[src/hw/rtl/tpt_pkg.sv]
// tpt_pkg: shared widths, codes and reset values for the peer timer machine
// no dependencies; imported by tunnel_peer_timer_machine
`default_nettype none

package tpt_pkg;

	// field and register widths
	localparam int ACT_W      = 4;
	localparam int RND_W      = 32;
	localparam int CMD_W      = 3;
	localparam int ATT_W      = 6;
	localparam int CFG_W      = 28;
	localparam int JIT_W      = 16;
	localparam int MAXHS_W    = 5;
	localparam int IDX_W      = 3;
	localparam int NUM_TIMERS = 5;
	// widest computed delay: keepalive + rekey + jitter
	localparam int DELAY_W    = CFG_W + 2;

	localparam int TIMER_BITS_DEF = 32;

	// action codes
	localparam logic [ACT_W-1:0] ACT_TICK       = 4'd0;
	localparam logic [ACT_W-1:0] ACT_DATA_SENT  = 4'd1;
	localparam logic [ACT_W-1:0] ACT_DATA_RECV  = 4'd2;
	localparam logic [ACT_W-1:0] ACT_AUTH_SENT  = 4'd3;
	localparam logic [ACT_W-1:0] ACT_AUTH_RECV  = 4'd4;
	localparam logic [ACT_W-1:0] ACT_HS_INIT    = 4'd5;
	localparam logic [ACT_W-1:0] ACT_HS_DONE    = 4'd6;
	localparam logic [ACT_W-1:0] ACT_SESSION    = 4'd7;
	localparam logic [ACT_W-1:0] ACT_TRAVERSAL  = 4'd8;
	localparam logic [ACT_W-1:0] ACT_STOP       = 4'd9;

	// command codes
	localparam logic [CMD_W-1:0] CMD_NONE      = 3'd0;
	localparam logic [CMD_W-1:0] CMD_INITIATE  = 3'd1;
	localparam logic [CMD_W-1:0] CMD_KEEPALIVE = 3'd2;
	localparam logic [CMD_W-1:0] CMD_PURGE     = 3'd3;
	localparam logic [CMD_W-1:0] CMD_ZERO_KEYS = 3'd4;

	// configuration register indexes
	localparam logic [IDX_W-1:0] REG_DEVICE_UP  = 3'd0;
	localparam logic [IDX_W-1:0] REG_REKEY      = 3'd1;
	localparam logic [IDX_W-1:0] REG_KEEPALIVE  = 3'd2;
	localparam logic [IDX_W-1:0] REG_ZERO_KEY   = 3'd3;
	localparam logic [IDX_W-1:0] REG_MAX_HS     = 3'd4;
	localparam logic [IDX_W-1:0] REG_JITTER     = 3'd5;
	localparam logic [IDX_W-1:0] REG_PERSISTENT = 3'd6;

	// configuration reset values
	localparam logic [CFG_W-1:0]   RST_REKEY      = 28'd5000;
	localparam logic [CFG_W-1:0]   RST_KEEPALIVE  = 28'd10000;
	localparam logic [CFG_W-1:0]   RST_ZERO_KEY   = 28'd540000;
	localparam logic [MAXHS_W-1:0] RST_MAX_HS     = 5'd18;
	localparam logic [JIT_W-1:0]   RST_JITTER     = 16'd333;
	localparam logic [CFG_W-1:0]   RST_PERSISTENT = 28'd0;

	// timer slots, also the order of results within one tick
	localparam int T_RETX    = 0;
	localparam int T_KEEP    = 1;
	localparam int T_NEWHS   = 2;
	localparam int T_ZERO    = 3;
	localparam int T_PERSIST = 4;

	localparam logic [ATT_W-1:0] ATT_MAX = '1;

endpackage

`default_nettype wire

[src/hw/rtl/tunnel_peer_timer_machine.sv]
// tunnel_peer_timer_machine: five countdown timers of one tunnel peer
// an item is registered with its jitter product, then one pass updates the timers
// and loads a result buffer that drains one result per cycle while out_ready is high;
// depends on tpt_pkg
// an item passes the input-stage register, then the result buffer offers its results
// throughput: one item per cycle while the result buffer is free; a tick with more than
// one result holds the input while the buffer drains, set by the single result register
// reset: arst_n clears timers, pending and follow-up flags, attempt count and valid bits
// at once and loads the configuration registers with their reset values
`default_nettype none

module tunnel_peer_timer_machine
	import tpt_pkg::*;
#(
	parameter int TIMER_BITS = TIMER_BITS_DEF
) (
	input  wire                 clk,
	input  wire                 arst_n,
	// configuration write port
	input  wire                 cfg_write,
	input  wire [IDX_W-1:0]     cfg_index,
	input  wire [CFG_W-1:0]     cfg_data,
	// input channel
	input  wire                 in_valid,
	output logic                in_ready,
	input  wire [ACT_W-1:0]     action,
	input  wire [RND_W-1:0]     random_word,
	// result channel
	output logic                out_valid,
	input  wire                 out_ready,
	output logic [CMD_W-1:0]    command,
	output logic                is_retry,
	output logic                clear_source,
	output logic [ATT_W-1:0]    attempt_count,
	output logic                last
);

	localparam int WW = (DELAY_W > TIMER_BITS) ? DELAY_W : TIMER_BITS;
	localparam logic [WW:0] TLIM = (WW+1)'(1) << TIMER_BITS;

	typedef logic [TIMER_BITS-1:0] timer_t;

	// clamp a delay into the timer range and raise zero to one
	function automatic timer_t fit_delay(input logic [DELAY_W-1:0] d);
		logic [WW:0] dw;
		timer_t      r;
		dw = (WW+1)'(d);
		if (dw >= TLIM) begin
			r = '1;
		end else begin
			r = dw[TIMER_BITS-1:0];
		end
		if (r == '0) begin
			r = TIMER_BITS'(1);
		end
		return r;
	endfunction

	// configuration registers
	logic               device_up_q;
	logic [CFG_W-1:0]   rekey_q;
	logic [CFG_W-1:0]   keepalive_q;
	logic [CFG_W-1:0]   zero_key_q;
	logic [MAXHS_W-1:0] max_hs_q;
	logic [JIT_W-1:0]   jitter_range_q;
	logic [CFG_W-1:0]   persistent_q;

	always_ff @(posedge clk or negedge arst_n) begin
		if (!arst_n) begin
			device_up_q    <= 1'b0;
			rekey_q        <= RST_REKEY;
			keepalive_q    <= RST_KEEPALIVE;
			zero_key_q     <= RST_ZERO_KEY;
			max_hs_q       <= RST_MAX_HS;
			jitter_range_q <= RST_JITTER;
			persistent_q   <= RST_PERSISTENT;
		end else if (cfg_write) begin
			unique case (cfg_index)
				REG_DEVICE_UP:  device_up_q    <= cfg_data[0];
				REG_REKEY:      rekey_q        <= cfg_data;
				REG_KEEPALIVE:  keepalive_q    <= cfg_data;
				REG_ZERO_KEY:   zero_key_q     <= cfg_data;
				REG_MAX_HS:     max_hs_q       <= cfg_data[MAXHS_W-1:0];
				REG_JITTER:     jitter_range_q <= cfg_data[JIT_W-1:0];
				REG_PERSISTENT: persistent_q   <= cfg_data;
				default: ;
			endcase
		end
	end

	// input stage: action and jitter product
	logic                     valid_s1;
	logic [ACT_W-1:0]         action_s1;
	logic [JIT_W-1:0]         jitter_s1;
	logic [RND_W+JIT_W-1:0]   jit_prod;
	logic                     adv_s1;
	logic                     buf_free;

	// result buffer: one bit per pending result in emission order
	logic [NUM_TIMERS-1:0]    res_mask_q;
	logic                     giveup_q;
	logic [ATT_W-1:0]         res_att_q;
	logic                     out_take;
	logic                     res_last;

	assign jit_prod = (RND_W+JIT_W)'(random_word) * (RND_W+JIT_W)'(jitter_range_q);
	assign res_last = (res_mask_q & (res_mask_q - NUM_TIMERS'(1))) == '0;
	assign out_take = out_valid && out_ready;
	assign buf_free = (res_mask_q == '0) || (out_ready && res_last);
	assign adv_s1   = valid_s1 && buf_free;
	assign in_ready = !valid_s1 || buf_free;

	always_ff @(posedge clk or negedge arst_n) begin
		if (!arst_n) begin
			valid_s1 <= 1'b0;
		end else if (in_ready) begin
			valid_s1 <= in_valid;
		end
	end

	always_ff @(posedge clk) begin
		if (in_valid && in_ready) begin
			action_s1 <= action;
			jitter_s1 <= jit_prod[RND_W+JIT_W-1:RND_W];
		end
	end

	// timer state
	timer_t                left_q [NUM_TIMERS];
	logic [NUM_TIMERS-1:0] pend_q;
	logic [ATT_W-1:0]      attempts_q;
	logic                  another_q;

	timer_t                left_n [NUM_TIMERS];
	logic [NUM_TIMERS-1:0] pend_n;
	logic [ATT_W-1:0]      attempts_n;
	logic                  another_n;
	logic [NUM_TIMERS-1:0] res_n;
	logic                  giveup_n;
	logic [NUM_TIMERS-1:0] expired;
	timer_t                dec;
	logic [DELAY_W-1:0]    d_newhs;
	logic [DELAY_W-1:0]    d_retx;

	assign d_newhs = DELAY_W'(keepalive_q) + DELAY_W'(rekey_q) + DELAY_W'(jitter_s1);
	assign d_retx  = DELAY_W'(rekey_q) + DELAY_W'(jitter_s1);

	// next timer state and result set for the item in the input stage
	always_comb begin
		left_n     = left_q;
		pend_n     = pend_q;
		attempts_n = attempts_q;
		another_n  = another_q;
		res_n      = '0;
		giveup_n   = 1'b0;
		expired    = '0;
		dec        = '0;
		unique case (action_s1)
			ACT_TICK: begin
				// count down every pending timer
				for (int k = 0; k < NUM_TIMERS; k++) begin
					if (pend_q[k]) begin
						dec = left_q[k] - TIMER_BITS'(left_q[k] != '0);
						left_n[k] = dec;
						if (dec == '0) begin
							expired[k] = 1'b1;
							pend_n[k]  = 1'b0;
						end
					end
				end
				// retransmit expiry: retry or give up
				if (expired[T_RETX]) begin
					res_n[T_RETX] = 1'b1;
					if (attempts_q > ATT_W'(max_hs_q)) begin
						giveup_n        = 1'b1;
						pend_n[T_KEEP]  = 1'b0;
						left_n[T_KEEP]  = '0;
						expired[T_KEEP] = 1'b0;
						if (!pend_n[T_ZERO] && device_up_q) begin
							left_n[T_ZERO] = fit_delay(DELAY_W'(zero_key_q));
							pend_n[T_ZERO] = 1'b1;
						end
					end else if (attempts_q != ATT_MAX) begin
						attempts_n = attempts_q + ATT_W'(1);
					end
				end
				// keepalive expiry, with a queued follow-up
				if (expired[T_KEEP]) begin
					res_n[T_KEEP] = 1'b1;
					if (another_q) begin
						another_n = 1'b0;
						if (device_up_q) begin
							left_n[T_KEEP] = fit_delay(DELAY_W'(keepalive_q));
							pend_n[T_KEEP] = 1'b1;
						end
					end
				end
				res_n[T_NEWHS]   = expired[T_NEWHS];
				res_n[T_ZERO]    = expired[T_ZERO];
				res_n[T_PERSIST] = expired[T_PERSIST] && (persistent_q != '0);
			end
			ACT_DATA_SENT: begin
				if (!pend_q[T_NEWHS] && device_up_q) begin
					left_n[T_NEWHS] = fit_delay(d_newhs);
					pend_n[T_NEWHS] = 1'b1;
				end
			end
			ACT_DATA_RECV: begin
				if (device_up_q) begin
					if (!pend_q[T_KEEP]) begin
						left_n[T_KEEP] = fit_delay(DELAY_W'(keepalive_q));
						pend_n[T_KEEP] = 1'b1;
					end else begin
						another_n = 1'b1;
					end
				end
			end
			ACT_AUTH_SENT: begin
				pend_n[T_KEEP] = 1'b0;
				left_n[T_KEEP] = '0;
			end
			ACT_AUTH_RECV: begin
				pend_n[T_NEWHS] = 1'b0;
				left_n[T_NEWHS] = '0;
			end
			ACT_HS_INIT: begin
				if (device_up_q) begin
					left_n[T_RETX] = fit_delay(d_retx);
					pend_n[T_RETX] = 1'b1;
				end
			end
			ACT_HS_DONE: begin
				pend_n[T_RETX] = 1'b0;
				left_n[T_RETX] = '0;
				attempts_n     = '0;
			end
			ACT_SESSION: begin
				if (device_up_q) begin
					left_n[T_ZERO] = fit_delay(DELAY_W'(zero_key_q));
					pend_n[T_ZERO] = 1'b1;
				end
			end
			ACT_TRAVERSAL: begin
				if (device_up_q && persistent_q != '0) begin
					left_n[T_PERSIST] = fit_delay(DELAY_W'(persistent_q));
					pend_n[T_PERSIST] = 1'b1;
				end
			end
			ACT_STOP: begin
				pend_n = '0;
				for (int k = 0; k < NUM_TIMERS; k++) begin
					left_n[k] = '0;
				end
			end
			default: ;
		endcase
	end

	// commit the state update
	always_ff @(posedge clk or negedge arst_n) begin
		if (!arst_n) begin
			for (int k = 0; k < NUM_TIMERS; k++) begin
				left_q[k] <= '0;
			end
			pend_q     <= '0;
			attempts_q <= '0;
			another_q  <= 1'b0;
		end else if (adv_s1) begin
			left_q     <= left_n;
			pend_q     <= pend_n;
			attempts_q <= attempts_n;
			another_q  <= another_n;
		end
	end

	// result buffer load and drain
	always_ff @(posedge clk or negedge arst_n) begin
		if (!arst_n) begin
			res_mask_q <= '0;
		end else if (adv_s1) begin
			res_mask_q <= res_n;
		end else if (out_take) begin
			res_mask_q <= res_mask_q & (res_mask_q - NUM_TIMERS'(1));
		end
	end

	always_ff @(posedge clk) begin
		if (adv_s1) begin
			giveup_q  <= giveup_n;
			res_att_q <= attempts_n;
		end
	end

	// present the earliest pending result
	assign out_valid     = res_mask_q != '0;
	assign attempt_count = res_att_q;
	assign last          = res_last;

	always_comb begin
		command      = CMD_NONE;
		is_retry     = 1'b0;
		clear_source = 1'b0;
		priority if (res_mask_q[T_RETX]) begin
			command      = giveup_q ? CMD_PURGE : CMD_INITIATE;
			is_retry     = !giveup_q;
			clear_source = !giveup_q;
		end else if (res_mask_q[T_KEEP]) begin
			command = CMD_KEEPALIVE;
		end else if (res_mask_q[T_NEWHS]) begin
			command      = CMD_INITIATE;
			clear_source = 1'b1;
		end else if (res_mask_q[T_ZERO]) begin
			command = CMD_ZERO_KEYS;
		end else if (res_mask_q[T_PERSIST]) begin
			command = CMD_KEEPALIVE;
		end else begin
			command = CMD_NONE;
		end
	end

	// a pending retransmit timer always has ticks left
	a_pending_nonzero: assert property (@(posedge clk) disable iff (!arst_n)
		pend_q[T_RETX] |-> left_q[T_RETX] != '0)
		else $error("pending retransmit timer holds zero");

	// an event other than a tick leaves no result behind
	a_event_no_result: assert property (@(posedge clk) disable iff (!arst_n)
		(adv_s1 && action_s1 != ACT_TICK) |=> !out_valid)
		else $error("non-tick item produced a result");

	// the last result drains the buffer unless a new item is loaded
	a_last_drains: assert property (@(posedge clk) disable iff (!arst_n)
		(out_take && last && !adv_s1) |=> !out_valid)
		else $error("result buffer not empty after last result");

	// while the device is down no timer becomes pending
	a_no_arm_down: assert property (@(posedge clk) disable iff (!arst_n)
		(adv_s1 && !device_up_q) |=> (pend_q & ~$past(pend_q)) == '0)
		else $error("timer armed while device down");

endmodule

`default_nettype wire

[config.mk]
export PLATFORM = sky130hd
export DESIGN_NAME = tunnel_peer_timer_machine
export DESIGN_NICKNAME = d
export VERILOG_FILES = /design/src/hw/rtl/tpt_pkg.sv /design/src/hw/rtl/tunnel_peer_timer_machine.sv
export SDC_FILE = /design/constraint.sdc
export NUM_CORES = 2
export LEC_CHECK = 0
export BUFFER_PORTS_ARGS = -buffer_cell sky130_fd_sc_hd__buf_2
export CORE_ASPECT_RATIO = 1.75
export CORE_UTILIZATION = 65
export DETAILED_ROUTE_END_ITERATION = 10
export PLACE_DENSITY = 0.88
export SLEW_MARGIN = 20
export SYNTH_ARGS = -nofsm -noshare
export SYNTH_HDL_FRONTEND = slang
export SYNTH_SLANG_ARGS = --single-unit
[constraint.sdc]
create_clock -name clk -period 8.9 [get_ports clk]
set_input_delay 0 -clock clk [delete_from_list [all_inputs] [get_ports clk]]
set_output_delay 0 -clock clk [all_outputs]
set_load 0.005 [all_outputs]
==> key figures <==
Critical path
  • Worst flop-to-flop path endpoint: jitter_s1[10]$_DFFE_PP_
  • Crit end category: flop
  • R2r setup slk: 1.04 ns
  • Worst EP required: 9.19 ns
  • CP max FO: 33
  • FF-to-FF path depth: 23
  • Type of origin of the critical path: flop
  • Critical path endpoint: jitter_s1[10]$_DFFE_PP_
  • Reg-to-Reg Start: jitter_range_q[8]$_DFFE_PN1P_
  • Crit. Startpoint: jitter_range_q[8]$_DFFE_PN1P_
  • Critical Path AT: 8.16 ns
  • Setup CP Type: reg -> reg

Detailed routing
  • Vias per cell: 6.78
  • Final antenna-violating net count: 0
  • Residual DRC: 2
  • Total vias in the final route: 34.1k
  • Routed wire length: 124000 µm
  • DRT Pass-1 Iters: 11
  • Initial drt markers: 3351
  • Wirelength per Cell: roughly 25 µm

Clocking
  • CTS tree: built
  • Num CTS Buffers: 34
  • H-tree depth: 2
  • Clock root buffer: clkbuf_16
  • Clock latency at the later pin of the worst-skew pair: 0.56 ns
  • CTS sink count: 339
  • Post-CTS Resized: 0
  • Clock buffer depth: 3
  • Worst-path clk slew: 0.07 ns

Outcome
  • Failing checks: DRC
  • Status: finished, violations left

Yosys
  • Register area share after synthesis: 22.9%
  • Synth top area share: 23.0%
  • Area contributors post-synth: fa_1 23%, dfrtp_1 19%, ha_1 6.2%
  • Top FF cell, synth: dfrtp_1
  • Number of enable-type register cells in the synthesized netlist: 27
  • Top-count cell post-synth: inv_1
  • Flops & latches, synth: 339
  • Yosys cell types: 103
  • List of most frequent post-synthesis cells: 506 x inv_1, 500 x nand2_1, 435 x fa_1, 287 x dfrtp_1, 253 x o21ai_0
  • Synthesized Nets: 4955
  • Post-Synthesis Cells: 4260
  • Mapped Area: 37800 µm²
  • Mean Syn Cell Area: 8.88 µm²
  • Cell taking the most area after synthesis: fa_1
  • Synth warnings: 0
  • Share of synthesized registers carrying an async set or reset: roughly 92%

Floorplan
  • Initial Util: 66.0%
  • Die ar.: around 60000 µm²
  • Die Ht: approximately 320 µm
  • DIE WIDTH: 184 µm
  • IO Count: 86
  • Core area: 57300 µm²
  • Row cnt: 116

STA
  • Setup TNS: 0 ns
  • Setup-failing EPs final: 0
  • Slew Viols, Final: 0
  • F_max: approximately 130 MHz
  • Crit share post-route: 88.4%
  • Skew final: 0.0296 ns
  • Slew headroom: 21.5%
  • Final hold vios: 0
  • Worst Tran Pin Value: 1.17 ns
  • RSZ-0062 raised after global routing: false
  • Crit path time final: a little under 8 ns

Finish
  • Multi-input gate area: 26400 µm²
  • Core Util, Final: 70.3%
  • Share of cells above drive strength 1: 9.24%
  • Register area: 8650 µm²
  • # fillers: 4236
  • Nets: 4924
  • Area growth from synthesis to layout: 6.50%

Worst hold path
  • Worst hold path class: in -> async

Global route
  • GRT overflow: 0
  • Largest net degree at the start of global routing: 143
  • Vias in the first global route: 36.1k
  • GRT Total Usage: 43.4%
  • Initial antenna violation count: 11
  • First-pass GRT wire length: 195000 µm

Job
  • Max-cap violations: 0

Placement
  • GP Congestion: between 1 and 1.5
  • Port Buffers: 85
  • Post-DP HPWL: 88700 µm
==> metal layers <==
metal	wire, µm	vias up	global-route usage (%)	share of wire (%)
met5	32	-	0	0.026
met4	15200	4	44.2	12
met3	11900	1030	13.0	9.6
met2	59700	2272	71.5	48
met1	36900	16425	42.0	30
li1	-	14364	-	-
==> how the worst min path moves through the flow <==
stage                          from                endpoint  slack [ns]  cells after the start
after CTS                    arst_n  left_q[29]$_DFFE_PN0P_        0.18                      2
after detailed placement     arst_n  left_q[29]$_DFFE_PN0P_        0.15                      1
after global placement       arst_n  left_q[29]$_DFFE_PN0P_        0.15                      1
after global routing      action[0]  action_s1[0]$_DFFE_PP_        0.20                      2
after floorplan              arst_n   another_q$_DFFE_PN0P_       -0.30                      0
final                        arst_n   left_q[1]$_DFFE_PN0P_        0.12                      2
==> sequential cells by signal, summed over array words and instances, names as in the netlist, 6 cells and up <==
register / flops
rekey_q: 28
persistent_q: 28
jitter_s1: 16
left_q: 160
keepalive_q: 28
jitter_range_q: 16
attempts_q: 6
attempt_count: 6
zero_key_q: 28
==> per-stage QoR <==
stage	instance area [µm²]	setup slack, ns	hold WS, ns	std cells
after floorplan	37800	2.57	-0.296	4260
after global placement	38700	1.31	0.149	4920
after CTS	40300	1.20	0.180	5020
after global routing	40300	0.730	0.198	5027
final	40300	1.04	0.118	5030
after detailed placement	38700	1.21	0.153	4920
==> logic make-up (layout without fill, tap and decap cells) <==
logic type	count (synthesis)	in the layout	synth area share, %
XOR/XNOR	116	116	2.68
AO/OA/AOI/OAI	805	805	13.7
AND/OR/NAND/NOR	1494	1494	19.9
buffers and inverters	741	735	7.44
multiplexers	140	140	4.13
other	0	9	0
flip-flops	339	339	22.9
adder cells (fa/ha/maj)	625	625	29.3
==> cell type report <==
cell class / instances / area share [%]
multi-input cells: 3180 / 65.6
repair buffers: 166 / 2.87
clock buffers: 47 / 2.49
diodes: 9 / 0.0559
well taps: 767 / 2.38
clock inverters: 14 / 0.447
inverters: 508 / 4.73
flip-flops and latches: 339 / 21.5
==> critical path, stage by stage (launching register included) <==
cell and delay (ns):
dfstp_2 1.08, nand2_1 0.16, fa_1 0.54, inv_1 0.05
fa_1 0.49, inv_1 0.05, fa_1 0.53, inv_1 0.05
fa_1 0.46, fa_1 0.50, inv_1 0.05, fa_1 0.48
inv_1 0.04, ha_1 0.28, a21o_1 0.16, a21o_1 0.17
a221oi_1 0.75, a211oi_1 0.16, o21ai_0 0.40, a21oi_1 0.23
o31ai_1 0.46, o21ai_0 0.22, a21oi_1 0.21, xnor2_1 0.08
==> layout by cell type (no fill, tap or decap), types with 121 or more instances in the layout <==
cell       n
a21oi_1  186
and2_1   229
dfrtp_1  287
fa_1     435
ha_1     188
inv_1    506
mux2_2   129
nand2_1  500
nor2_1   222
nor3_1   121
o21ai_0  253
==> repair_timing <==
| action | 4_1_cts | 5_1_grt |
|---|---|---|
| hold buffers | 39 | 0 |
| buffers inserted | 0 | 0 |
| endpoints found under the hold margin | 240 | 0 |
Power is not shown: default switching activity piles up to over one toggle a cycle in this logic, so the estimate is an artifact.
